[config.mk]
export PLATFORM = sky130hd
export DESIGN_NAME = kgd_ctrl
export DESIGN_NICKNAME = d
export VERILOG_FILES = /design/src/hdl/kgd_pkg.sv /design/src/hdl/kgd_ctrl.sv
export SDC_FILE = /design/constraint.sdc
export NUM_CORES = 1
export LEC_CHECK = 0
export BUFFER_PORTS_ARGS = -buffer_cell sky130_fd_sc_hd__buf_2
export CAP_MARGIN = 5
export CORE_MARGIN = 2
export CORE_UTILIZATION = 40
export CTS_BUF_LIST = sky130_fd_sc_hd__clkbuf_8
export CTS_CLUSTER_DIAMETER = 50
export DETAILED_ROUTE_END_ITERATION = 16
export GPL_ROUTABILITY_DRIVEN = 0
export MAX_ROUTING_LAYER = met4
export PLACE_DENSITY = 0.66
export SLEW_MARGIN = 20
export SYNTH_ARGS = -nofsm -noshare
export SYNTH_HDL_FRONTEND = slang
export SYNTH_SLANG_ARGS = --single-unit
[constraint.sdc]
create_clock -name clk -period 2.3 [get_ports clk]
set_clock_uncertainty 0.05 [all_clocks]
set_input_delay 0.345 -clock clk [delete_from_list [all_inputs] [get_ports clk]]
set_output_delay 0.345 -clock clk [all_outputs]
set_load 0.02 [all_outputs]
[src/hdl/kgd_pkg.sv]
// Shared constants, types and control structures of the keypoint grid distributor.
// No dependencies; every other file of the block imports this package.
`default_nettype none

package kgd_pkg;

  localparam int MAX_KEYPOINTS = 1024;
  localparam int MAX_GRID_COLS = 64;
  localparam int MAX_GRID_ROWS = 64;
  localparam int COORD_W       = 12;
  localparam int RESP_W        = 16;
  localparam int ATTR_W        = 32;
  localparam int WIN_W         = 8;
  localparam int PAD           = 3;

  localparam int IDX_W  = $clog2(MAX_KEYPOINTS);
  localparam int CNT_W  = IDX_W + 1;
  localparam int COL_W  = $clog2(MAX_GRID_COLS);
  localparam int ROW_W  = $clog2(MAX_GRID_ROWS);
  localparam int CELL_W = COL_W + ROW_W;
  localparam int KEY_W  = CELL_W + IDX_W;
  // The rounded-up cell size divides extent + count - 1, which needs two bits over a coordinate.
  localparam int DIV_W  = COORD_W + 2;
  localparam int EXT_W  = COORD_W + 2;

  localparam int CFG_IDX_W  = 3;
  localparam int CFG_DATA_W = 16;

  localparam logic [CFG_IDX_W-1:0] REG_THRESHOLD = 3'd0;
  localparam logic [CFG_IDX_W-1:0] REG_MIN_X     = 3'd1;
  localparam logic [CFG_IDX_W-1:0] REG_MAX_X     = 3'd2;
  localparam logic [CFG_IDX_W-1:0] REG_MIN_Y     = 3'd3;
  localparam logic [CFG_IDX_W-1:0] REG_MAX_Y     = 3'd4;
  localparam logic [CFG_IDX_W-1:0] REG_WINDOW    = 3'd5;

  localparam logic CMD_LOAD  = 1'b0;
  localparam logic CMD_FETCH = 1'b1;

  typedef enum logic [3:0] {
    S_IDLE, S_CLEAR, S_GEO_GO, S_GEO_WAIT, S_COL_GO, S_COL_WAIT,
    S_ROW_GO, S_ROW_WAIT, S_STORE, S_SCAN, S_FETCH_RD, S_FETCH_OUT
  } state_t;

  typedef enum logic [2:0] {
    DIV_NCOLS, DIV_WCELL, DIV_NROWS, DIV_HCELL, DIV_COL, DIV_ROW
  } div_sel_t;

  typedef struct packed {
    logic              valid;
    logic              is_strong;
    logic [CELL_W-1:0] cell_id;
  } tag_t;

  typedef struct packed {
    logic             take;
    logic             end_frame;
    logic             set_drain;
    logic             clr_en;
    logic [COL_W-1:0] clr_row;
    logic             div_start;
    div_sel_t         div_sel;
    logic             geo_write;
    logic             col_write;
    logic             row_write;
    logic             store;
    logic             scan_start;
    logic             scan_run;
    logic             out_load;
  } ctrl_cmd_t;

  typedef struct packed {
    logic draining;
    logic count_zero;
    logic count_full;
    logic div_done;
    logic scan_done;
    logic out_full;
  } dp_status_t;

endpackage

`default_nettype wire

[src/hdl/kgd_ctrl.sv]
// Controller state machine: sequences map clearing, geometry and binning divisions,
// stores, and the drain scan. Depends on kgd_pkg.
`default_nettype none

module kgd_ctrl import kgd_pkg::*; (
  input  logic       clk,
  input  logic       rst,
  input  logic       in_valid,
  input  logic       in_cmd,
  input  dp_status_t st,
  output logic       in_ready,
  output ctrl_cmd_t  cmd
);

  state_t           state, state_next;
  logic [1:0]       geo_step;
  logic [COL_W-1:0] clr_cnt;
  logic             accept;
  div_sel_t         geo_sel;

  assign in_ready = (state == S_IDLE) && !st.out_full;
  assign accept   = in_ready && in_valid;

  always_comb begin
    unique case (geo_step)
      2'd0: geo_sel = DIV_NCOLS;
      2'd1: geo_sel = DIV_WCELL;
      2'd2: geo_sel = DIV_NROWS;
      2'd3: geo_sel = DIV_HCELL;
      default: geo_sel = DIV_NCOLS;
    endcase
  end

  always_comb begin
    state_next = state;
    unique case (state)
      S_IDLE: begin
        if (accept) begin
          if (in_cmd == CMD_FETCH) begin
            state_next = S_SCAN;
          end else if (st.draining || st.count_zero) begin
            state_next = S_CLEAR;
          end else if (!st.count_full) begin
            state_next = S_COL_GO;
          end
        end
      end
      S_CLEAR:     if (clr_cnt == COL_W'(MAX_GRID_COLS - 1)) state_next = S_GEO_GO;
      S_GEO_GO:    state_next = S_GEO_WAIT;
      S_GEO_WAIT:  if (st.div_done) state_next = (geo_step == 2'd3) ? S_COL_GO : S_GEO_GO;
      S_COL_GO:    state_next = S_COL_WAIT;
      S_COL_WAIT:  if (st.div_done) state_next = S_ROW_GO;
      S_ROW_GO:    state_next = S_ROW_WAIT;
      S_ROW_WAIT:  if (st.div_done) state_next = S_STORE;
      S_STORE:     state_next = S_IDLE;
      S_SCAN:      if (st.scan_done) state_next = S_FETCH_RD;
      S_FETCH_RD:  state_next = S_FETCH_OUT;
      S_FETCH_OUT: state_next = S_IDLE;
      default:     state_next = S_IDLE;
    endcase
  end

  always_comb begin
    cmd         = '0;
    cmd.div_sel = DIV_COL;
    unique case (state)
      S_IDLE: begin
        cmd.take       = accept;
        cmd.end_frame  = accept && (in_cmd == CMD_LOAD) && st.draining;
        cmd.set_drain  = accept && (in_cmd == CMD_FETCH) && !st.draining;
        cmd.scan_start = accept && (in_cmd == CMD_FETCH);
      end
      S_CLEAR: begin
        cmd.clr_en  = 1'b1;
        cmd.clr_row = clr_cnt;
      end
      S_GEO_GO: begin
        cmd.div_start = 1'b1;
        cmd.div_sel   = geo_sel;
      end
      S_GEO_WAIT: begin
        cmd.div_sel   = geo_sel;
        cmd.geo_write = st.div_done;
      end
      S_COL_GO:   cmd.div_start = 1'b1;
      S_COL_WAIT: cmd.col_write = st.div_done;
      S_ROW_GO: begin
        cmd.div_start = 1'b1;
        cmd.div_sel   = DIV_ROW;
      end
      S_ROW_WAIT: begin
        cmd.div_sel   = DIV_ROW;
        cmd.row_write = st.div_done;
      end
      S_STORE:     cmd.store    = 1'b1;
      S_SCAN:      cmd.scan_run = 1'b1;
      S_FETCH_RD:  ;
      S_FETCH_OUT: cmd.out_load = 1'b1;
      default: ;
    endcase
  end

  always_ff @(posedge clk) begin
    if (rst) begin
      state    <= S_IDLE;
      geo_step <= '0;
      clr_cnt  <= '0;
    end else begin
      state <= state_next;
      if (state == S_IDLE) begin
        geo_step <= '0;
        clr_cnt  <= '0;
      end else begin
        if (state == S_CLEAR) clr_cnt <= clr_cnt + COL_W'(1);
        if (state == S_GEO_WAIT && st.div_done) geo_step <= geo_step + 2'd1;
      end
    end
  end

endmodule

`default_nettype wire

==> summary.txt, run 1 <==
Outcome
  – Status: finished clean

Global routing
  – Total track usage: 0.1641
  – Grt total ovfl: 0
  – First-pass GRT wire length: 3270 µm
  – Vias in the first global route: 767
  – Largest net degree at the start of global routing: 19
  – Initial antenna violation count: 0

Finish
  – Count of non-filler cells in the finished layout: 173
  – Most common cell after layout, fill and taps aside: buf_2
  – ANT cells: 0
  – Nets: around 160
  – Area grow syn2layout: 24.63%
  – Ratio of cells with drive above 1 in the final layout: 0.3034
  – Filler cells: 225
  – Most frequent cells in the layout: buf_2 (31), nor2_1 (17), dfxtp_1 (11), and2_1 (9), nand2b_1 (7)

Worst setup path
  – Family with the most delay on the worst path: flip-flops
  – CP required: ~1900 ps
  – Cell Chain, Critical Path: nor4b_2 -> buf_4 -> and2_1 -> buf_2
  – CP bufs+invs: 2
  – Crit Path Class: reg2out
  – Crit. End Element: output pin
  – Startpoint Class: flop
  – Critical path's largest stage delay: 670 ps
  – CP Max Fanout: 16
  – Arrival @ worst endpoint: 1780 ps
  – CP max-delay cell: dfxtp_1

STA
  – Final setup violation count: 0
  – Final hold violations: 0
  – Relative slew slack: 0.6219
  – Post-route setup TNS: 0 ps
  – RSZ-0062 raised after global routing: no
  – Final min period: 2172 ps
  – Slew @ Worst Pin: 566.4 ps
  – Maximum clock frequency: around 460 MHz
  – Final Max Tran Viols: 0
  – Final period utilization: 0.9443
  – Final hold slack: 414.7 ps

Clocking
  – Number of buffers created by CTS: 3
  – CTS max path bufs: 2
  – Clock latency on the worst-skew pair: around 240 ps
  – Reg clk slew, reported paths: 50 ps
  – Postcts setup bufs: 0
  – H-tree depth: 1
  – Num Clock Sinks: 12
  – Root buffer cell: clkbuf_8
  – CTS tree: yes

Route
  – DR vias: 916
  – Routed wire per std cell: 12.21 µm
  – Iteration-0 DRC Markers: 17
  – Pre-antenna DRT Iters: 4
  – Routed Antenna Nets: 0
  – DR vias/cell: 5.295
  – Residual DRC count: 0
  – Post-Route WL: 2112 µm

Synthesis
  – #FFs+latches synth: 12
  – Most area-hungry cell type in the Yosys netlist: dfxtp_1
  – Avg Cell Area, Syn: 8.127 µm²
  – Mapped Cells: approximately 120
  – Yosys Warn Count: 0
  – Top cell type's share of synthesized area: 0.2570
  – Syn nets: 130
  – Top post-synthesis cells by area: dfxtp_1 (26%), nor2_1 (6.8%), ha_1 (6.7%)
  – Synthesized area: 934.6 µm²
  – Sequential-to-total area share from yosys stat: 0.2570
  – Top_reg_cell synth: dfxtp_1
  – Post-synth EDFFs: 0
  – Post-synth ARST share: 0
  – Distinct cells, synth: 40

Die
  – Die ar.: roughly 2700 µm²
  – Die height: 52.34 µm
  – Chip width: 52.34 µm
  – CORE AREA: about 2200 µm²
  – Starting Density: 0.4225
  – # rows: 17
  – I/O pins: 32

Pwr
  – Total power: roughly 1.3 mW
  – Pwr Density: roughly 1100 nW/µm²
  – Leak pwr: around 0.52 nW
  – Peak supply drop: 0.5784 mV

Placed design
  – Dpl cells: 169
  – Port bufs: 31
  – Dpl hpwl: ~1600 µm

Min path
  – Worst Hold Class: in2reg

Flow run
  – MaxCap Viol Count: 0
[worst paths after layout]
path,start,endpoint,slack (ps),cells after the start
setup / recovery,state[0],cmd[16],130,4
hold / removal,rst,state[0],410,3
setup reg to reg,state[0],state[3],370,4
hold reg to reg,geo_step[1],geo_step[1],470,2
[logic make-up after synthesis]
family	Yosys count	share of synthesized area
flops	12	0.2570
simple gates	61	0.3762
mux	4	0.04418
compound gates	15	0.1339
fa+ha+maj	5	0.06693
xor+xnor	7	0.06560
buf+inv	11	0.05621
[synthesized netlist by cell type (2+ instances only)]
master,number
and2_1,9
inv_1,4
nand2_1,4
xor2_1,5
ha_1,5
nor2b_1,2
nor3_1,4
o211ai_1,2
nand2b_1,7
dfxtp_1,12
mux2i_1,3
clkbuf_1,3
xnor2_1,2
buf_2,3
nor2_1,17
a21oi_1,3
or4b_1,2
nand4_1,4
nor4_1,3
[worst min-delay path, cell delays in order]
cell and delay (ps):
buf_2 160, nor2_1 70, o21a_1 90
[cell type report]
cell class / instances / area [µm²] / area share
flip-flops and latches: 12 / 241.5 / 0.2073
well taps: 28 / 35.03 / 0.03008
repair buffers: 33 / 170.2 / 0.1461
inverters: 4 / 15.01 / 0.01289
multi-input cells: 92 / 648.1 / 0.5564
clock buffers: 4 / 55.05 / 0.04726
[timing repair]
item                       in CTS  in global routing
hold buffers                    0                  0
setup endpoints to repair       0                  1
gates resized for setup         0                  2
[flip-flops by register name (all words and copies together) (netlist names)]
register and flops:
state 4, geo_step 2, clr_cnt 6
[layer usage]
| metal | GRT usage | share of wire | vias up |
|---|---|---|---|
| met4 | 0.07692 | 0.015 | 0 |
| li1 | - | - | 461 |
| met1 | 0.2017 | 0.46 | 425 |
| met3 | 0.01714 | 0.042 | 4 |
| met2 | 0.2688 | 0.48 | 26 |
| met5 | - | 0 | - |
[power by group]
| part | switching, mW | total (mW) | internal (mW) |
|---|---|---|---|
| Combinational | 0.376 | 0.697 | 0.321 |
| Sequential | 0.128 | 0.376 | 0.248 |
| Clock | 0.0767 | 0.228 | 0.151 |
[stage by stage]
stage,utilization,worst slack (ps),cell area (µm²)
5_1_grt,0.5266,3.948,1165
3_5_place_dp,0.4983,289.4,1102
4_1_cts,0.5232,17.26,1157
6_report,0.5266,128.0,1165
2_1_floorplan,-,213.1,934.6
3_3_place_gp,0.4983,333.0,1102
(Power assumes the default switching activity.)
==> run 2: changes to the inputs <==
Settings changed: CORE_ASPECT_RATIO set to 0.75.
==> run 2 against run 1 <==
Maximum frequency grew 4.2%. Worst hold slack gained 9.6 ps. Clock-buffer cell count shrank 1. Critical path depth grew 1. Flip-flop and latch count is the same. Highest routed layer unchanged. Critical path type unchanged. Sequential share of layout area grew 0.18 points. Final area shrank 0.86%. Via count is the same.
==> summary.txt, run 2 (same netlist as run 1, synthesis figures left out) <==
Outcome
  – Status: finished clean

STA
  – Final Max Tran Viols: 0 (unchanged)
  – Final min period: 2085 ps (-86.90 ps)
  – Relative slew slack: 0.6330 (+0.01107)
  – Slew @ Worst Pin: 549.8 ps (-16.58 ps)
  – RSZ-0062 raised after global routing: no
  – Post-route setup TNS: 0 ps (unchanged)
  – Maximum clock frequency: 479.6 MHz (+4.2%)
  – Final setup violation count: 0 (unchanged)
  – Final hold violations: 0 (unchanged)
  – Final period utilization: 0.9066 (-0.03778)

Worst setup path
  – Reg2Reg Setup Slack: 400 ps (+30 ps)
  – CP max-delay cell: dfxtp_1
  – Critical path's largest stage delay: 470 ps (-200 ps)
  – CP bufs+invs: 1 (-1)
  – CP required: 1900 ps (about the same)
  – CP Max Fanout: 16 (unchanged)
  – Cell Chain, Critical Path: nor4_2 -> and3_1 -> and2_1 -> nor2b_1 -> buf_2
  – Crit Path Class: reg2out
  – Crit. End Element: output pin
  – Startpoint Class: flop
  – Family with the most delay on the worst path: simple AND/OR/NAND/NOR gates
  – Arrival @ worst endpoint: 1690 ps (-90 ps)

Global routing
  – Initial antenna violation count: 0 (unchanged)
  – Largest net degree at the start of global routing: 17 (-2)
  – Vias in the first global route: 798 (+4.0%)
  – First-pass GRT wire length: 3381 µm (+3.4%)
  – Total track usage: 0.1681 (+0.003979)
  – Grt total ovfl: 0 (unchanged)

Clocking
  – CTS max path bufs: 2 (unchanged)
  – Postcts setup bufs: 0 (unchanged)
  – CTS tree: yes
  – Num Clock Sinks: 12 (unchanged)
  – Reg clk slew, reported paths: 50 ps (about the same)
  – H-tree depth: 1 (unchanged)
  – Hold bufs inserted after CTS: 0 (unchanged)
  – Number of buffers created by CTS: 3 (unchanged)
  – Clock latency on the worst-skew pair: 230 ps (about the same)
  – Root buffer cell: clkbuf_8

Route
  – Iteration-0 DRC Markers: 26 (+9)
  – Routed Antenna Nets: 0 (unchanged)
  – Pre-antenna DRT Iters: 4 (unchanged)
  – Post-Route WL: 1997 µm (-5.4%)
  – DR vias: 916 (unchanged)
  – DR vias/cell: 5.388 (+1.8%)
  – Routed wire per std cell: 11.75 µm (-3.8%)
  – Residual DRC count: 0 (unchanged)

Finish
  – Count of non-filler cells in the finished layout: 170 (-1.7%)
  – Most common cell after layout, fill and taps aside: buf_2
  – Most frequent cells in the layout: buf_2 (31), nor2_1 (17), dfxtp_1 (11), and2_1 (9), nand2b_1 (7)
  – Multi-input combinational cell area: 648.1 µm² (unchanged)
  – Biggest regs: clr_cnt (6), state (4), geo_step (2)
  – Post-layout util: 0.5128 (-0.01381)
  – Area grow syn2layout: 23.56%
  – Ratio of cells with drive above 1 in the final layout: 0.3034 (unchanged)
  – FF/Latch Area: 241.5 µm² (unchanged)
  – Max reg flops: 6 (unchanged)
  – ANT cells: 0 (unchanged)
  – Filler cells: 232 (+3.1%)
  – Nets: 162 (+0.62%)
  – Final instance area: 1155 µm² (-0.86%)
  – Largest register by flop count: clr_cnt

Min path
  – Worst Hold Class: in2reg

Pwr
  – Seq pwr share: 0.270 (-0.019)
  – Peak supply drop: 0.4299 mV (-26%)
  – Internal Power: 694.8 µW (-3.6%)
  – Leak pwr: 0.5135 nW (-0.39%)
  – Combinational power share: 0.587 (+0.051)
  – Clk pwr share: 0.143 (-0.032)
  – Pwr Density: 1091 nW/µm² (-2.3%)
  – NetSw: 565.2 µW (-2.7%)
  – Sw Share: 0.4485 (+0.002240)

Flow run
  – MaxCap Viol Count: 0 (unchanged)

Placed design
  – Port bufs: 31 (unchanged)
  – Dpl hpwl: 1553 µm (-0.75%)
  – Dpl cells: 167 (-1.2%)
  – DP Area: 1106 µm² (+0.34%)

Die
  – CORE AREA: 2252 µm² (+1.8%)
  – Starting Density: 0.4150 (-0.007511)
  – Chip width: 59.82 µm (+14%)
  – Die ar.: 2743 µm² (+0.13%)
  – # rows: 15 (-2)
  – I/O pins: 32 (unchanged)
  – Die height: 45.86 µm (-12%)
-- run 2: power groups by stage --
stage	logic [mW]	registers, mW	clock network (mW)
final	0.739	0.341	0.180
after global routing	0.823	0.355	0.198
after CTS	0.735	0.334	0.186
after detailed placement	0.732	0.338	0
after global placement	0.732	0.338	0
after floorplan	0.625	0.286	0
-- run 2: repair_timing --
| item | 4_1_cts | 5_1_grt |
|---|---|---|
| hold endpoints to repair | 0 | 0 |
| setup endpoints to repair | 0 | 7 |
| gates resized for setup | 0 | 2 |
-- run 2: path summary, 6_finish.rpt --
check | startpoint | to | cells after the start
hold reg to reg | clr_cnt[4] | clr_cnt[4] | 2
setup / recovery | state[2] | cmd[18] | 5
setup reg to reg | state[2] | state[3] | 4
hold / removal | rst | state[0] | 3
-- run 2: tightest hold or removal path: cells and delay by family --
| kind | cells | cell delay, ps |
|---|---|---|
| buf+inv | 1 | 160 |
| simple gates | 1 | 70 |
| compound gates | 1 | 90 |
-- run 2: stage by stage --
step	total power, mW	hold WS, ps	setup WS [ps]
after detailed placement	1.070	473.6	362.3
after global routing	1.375	424.3	60.37
after CTS	1.255	420.7	109.5
after floorplan	0.9108	435.0	213.1
final	1.260	424.3	214.9
after global placement	1.070	454.8	383.9
-- run 2: layer usage --
| metal | up-vias | track usage | part of all wire |
|---|---|---|---|
| met5 | - | - | 0 |
| met4 | 0 | 0.02667 | 0.0065 |
| met3 | 2 | 0.04545 | 0.087 |
| met2 | 35 | 0.2652 | 0.45 |
| met1 | 416 | 0.2198 | 0.46 |
| li1 | 463 | - | - |
-- run 2: layout make-up --
type | instances | share of cell area
clock buffers | 3 | 0.03575
inverters | 4 | 0.01300
multi-input cells | 92 | 0.5612
flip-flops and latches | 12 | 0.2091
well taps | 25 | 0.02709
repair buffers | 34 | 0.1538
==> run 3: changes to the inputs <==
Settings changed: CORE_MARGIN 2 to unset.
==> run 3 against run 2 <==
Sequential power is 1% lower. Via count decreased by 0.33%. Final cell count rose by 0.59%. Die area down 7.6%. Wire length up 3.4%. Critical path type unchanged. Largest cell class unchanged.
==> summary.txt, run 3 (same netlist as run 1, synthesis figures left out) <==
Worst setup path
  – CP Max Fanout: 11 (-5)
  – Crit. End Element: output pin
  – Crit Reg-Reg Endpoint: state[3]
  – Crit Path Class: reg2out
  – Cells on worst reg2reg path: 4 (unchanged)
  – Worst reg2reg startpoint: state[0]
  – Reg2Reg Setup Slack: 410 ps (about the same)
  – CP required: 1900 ps (about the same)
  – Arrival @ worst endpoint: 1720 ps (+30 ps)
  – Startpoint Class: flop

STA
  – Post-route setup TNS: 0 ps (unchanged)
  – Final hold violations: 0 (unchanged)
  – Maximum clock frequency: 473.4 MHz (-1.3%)
  – Final setup violation count: 0 (unchanged)
  – Relative slew slack: 0.6541 (+0.02117)
  – Slew @ Worst Pin: 518.1 ps (-31.71 ps)
  – Final worst slack: 187.7 ps (-27.24 ps)
  – Final min period: 2112 ps (+27.24 ps)
  – RSZ-0062 raised after global routing: no
  – Final Max Tran Viols: 0 (unchanged)
  – Final period utilization: 0.9184 (+0.01184)

Clocking
  – Reg clk slew, reported paths: 50 ps (about the same)
  – H-tree depth: 1 (unchanged)
  – CTS tree: yes
  – Clock latency on the worst-skew pair: 240 ps (about the same)
  – Postcts setup bufs: 0 (unchanged)
  – Post-CTS sizing: 0 (unchanged)
  – Num Clock Sinks: 12 (unchanged)
  – Number of buffers created by CTS: 3 (unchanged)
  – Root buffer cell: clkbuf_8
  – Hold bufs inserted after CTS: 0 (unchanged)
  – CTS max path bufs: 2 (unchanged)

Route
  – Iteration-0 DRC Markers: 11 (-58%)
  – DR vias/cell: 5.339 (-0.91%)
  – Routed Antenna Nets: 0 (unchanged)
  – Residual DRC count: 0 (unchanged)
  – Pre-antenna DRT Iters: 4 (unchanged)
  – Routed wire per std cell: 12.07 µm (+2.8%)
  – Post-Route WL: 2064 µm (+3.4%)
  – DR vias: 913 (-0.33%)

Pwr
  – Pwr Density: 1124 nW/µm² (+3.0%)
  – Leak pwr: 0.5245 nW (+2.1%)
  – Peak supply drop: 0.4701 mV (+9.4%)

Die
  – # rows: 14 (-1)
  – Starting Density: 0.4446 (+0.02964)
  – Chip width: 57.82 µm (-3.3%)
  – Die height: 43.86 µm (-4.4%)
  – Die ar.: 2536 µm² (-7.6%)
  – I/O pins: 32 (unchanged)
  – CORE AREA: 2102 µm² (-6.7%)

Finish
  – Multi-input combinational cell area: 641.9 µm² (-0.97%)
  – Final instance area: 1167 µm² (+1.1%)
  – Most common cell after layout, fill and taps aside: buf_2
  – Biggest regs: clr_cnt (6), state (4), geo_step (2)
  – Max reg flops: 6 (unchanged)
  – Nets: 163 (+0.62%)
  – Most frequent cells in the layout: buf_2 (31), nor2_1 (17), dfxtp_1 (12), and2_1 (9), nand2b_1 (7)
  – Filler cells: 197 (-15%)
  – Post-layout util: 0.5554 (+0.04258)
  – Largest register by flop count: clr_cnt
  – Ratio of cells with drive above 1 in the final layout: 0.2993 (-0.004129)
  – Area grow syn2layout: 24.90%
  – FF/Latch Area: 240.2 µm² (-0.52%)
  – ANT cells: 0 (unchanged)

Min path
  – Hold EP: state[0]
  – Critical hold path startpoint: rst
  – Hold Crit Depth: 3 (unchanged)
  – Worst Hold Class: in2reg

Global routing
  – Total track usage: 0.1796 (+0.01152)
  – Largest net degree at the start of global routing: 17 (unchanged)
  – First-pass GRT wire length: 3305 µm (-2.2%)
  – Initial antenna violation count: 0 (unchanged)
  – Vias in the first global route: 723 (-9.4%)
  – Grt total ovfl: 0 (unchanged)

Placed design
  – Port bufs: 31 (unchanged)
  – Dpl hpwl: 1581 µm (+1.8%)
  – DP Area: 1112 µm² (+0.57%)
  – Dpl ws: 331.3 ps (-30.94 ps)

Flow run
  – MaxCap Viol Count: 0 (unchanged)

Outcome
  – Status: finished clean
## run 3: cell count changes in the layout (fill, tap and decap cells not counted)
cell	previous run	this run
buf_4	3	4
clkbuf_8	3	4
dfxtp_1	11	12
dfxtp_2	1	0
nor4_1	2	3
nor4_2	1	0
## run 3: worst max path at each step
| stage | from | endpoint | slack [ps] |
|---|---|---|---|
| 2_1_floorplan | state[1] | cmd[18] | 210 |
| 3_3_place_gp | in_cmd | state[3] | 390 |
| 3_5_place_dp | in_cmd | state[3] | 330 |
| 4_1_cts | state[1] | cmd[18] | 190 |
| 5_1_grt | state[1] | cmd[18] | 30 |
| 6_report | state[1] | cmd[18] | 190 |
## run 3: cell type report
type	count	share of cell area
Tap cell	24	0.02572
Clock buffer	4	0.04716
Inverter	4	0.01286
Sequential cell	12	0.2058
Multi-Input combinational cell	92	0.5498
Timing Repair Buffer	35	0.1586
## run 3: metal layers
layer | GRT usage | vias up | wire (µm)
met4 | 0.04286 | 0 | 10
met2 | 0.2644 | 21 | 905
met3 | 0.06269 | 2 | 100
li1 | - | 466 | -
met5 | - | - | 0
met1 | 0.2359 | 424 | 1047
## run 3: through the flow
stage	power (mW)	hold slack (ps)	instances
final	1.312	421.0	171
after global routing	1.412	431.3	171
after CTS	1.318	409.9	171
after detailed placement	1.084	461.5	167
after global placement	1.077	454.0	167
after floorplan	0.9108	435.0	115
## run 3: report_power, final
part	total (mW)	switching, mW	leakage, nW	internal (mW)
logic	0.747	0.415	0.399	0.332
registers	0.337	0.0912	0.0972	0.246
clock network	0.227	0.0763	0.0288	0.151
## run 3: worst max-delay path, stage by stage (launching register included)
cell	delay [ps]
dfxtp_1	420
nor4_1	390
and3_1	230
and2_1	140
nor2b_1	120
buf_2	170
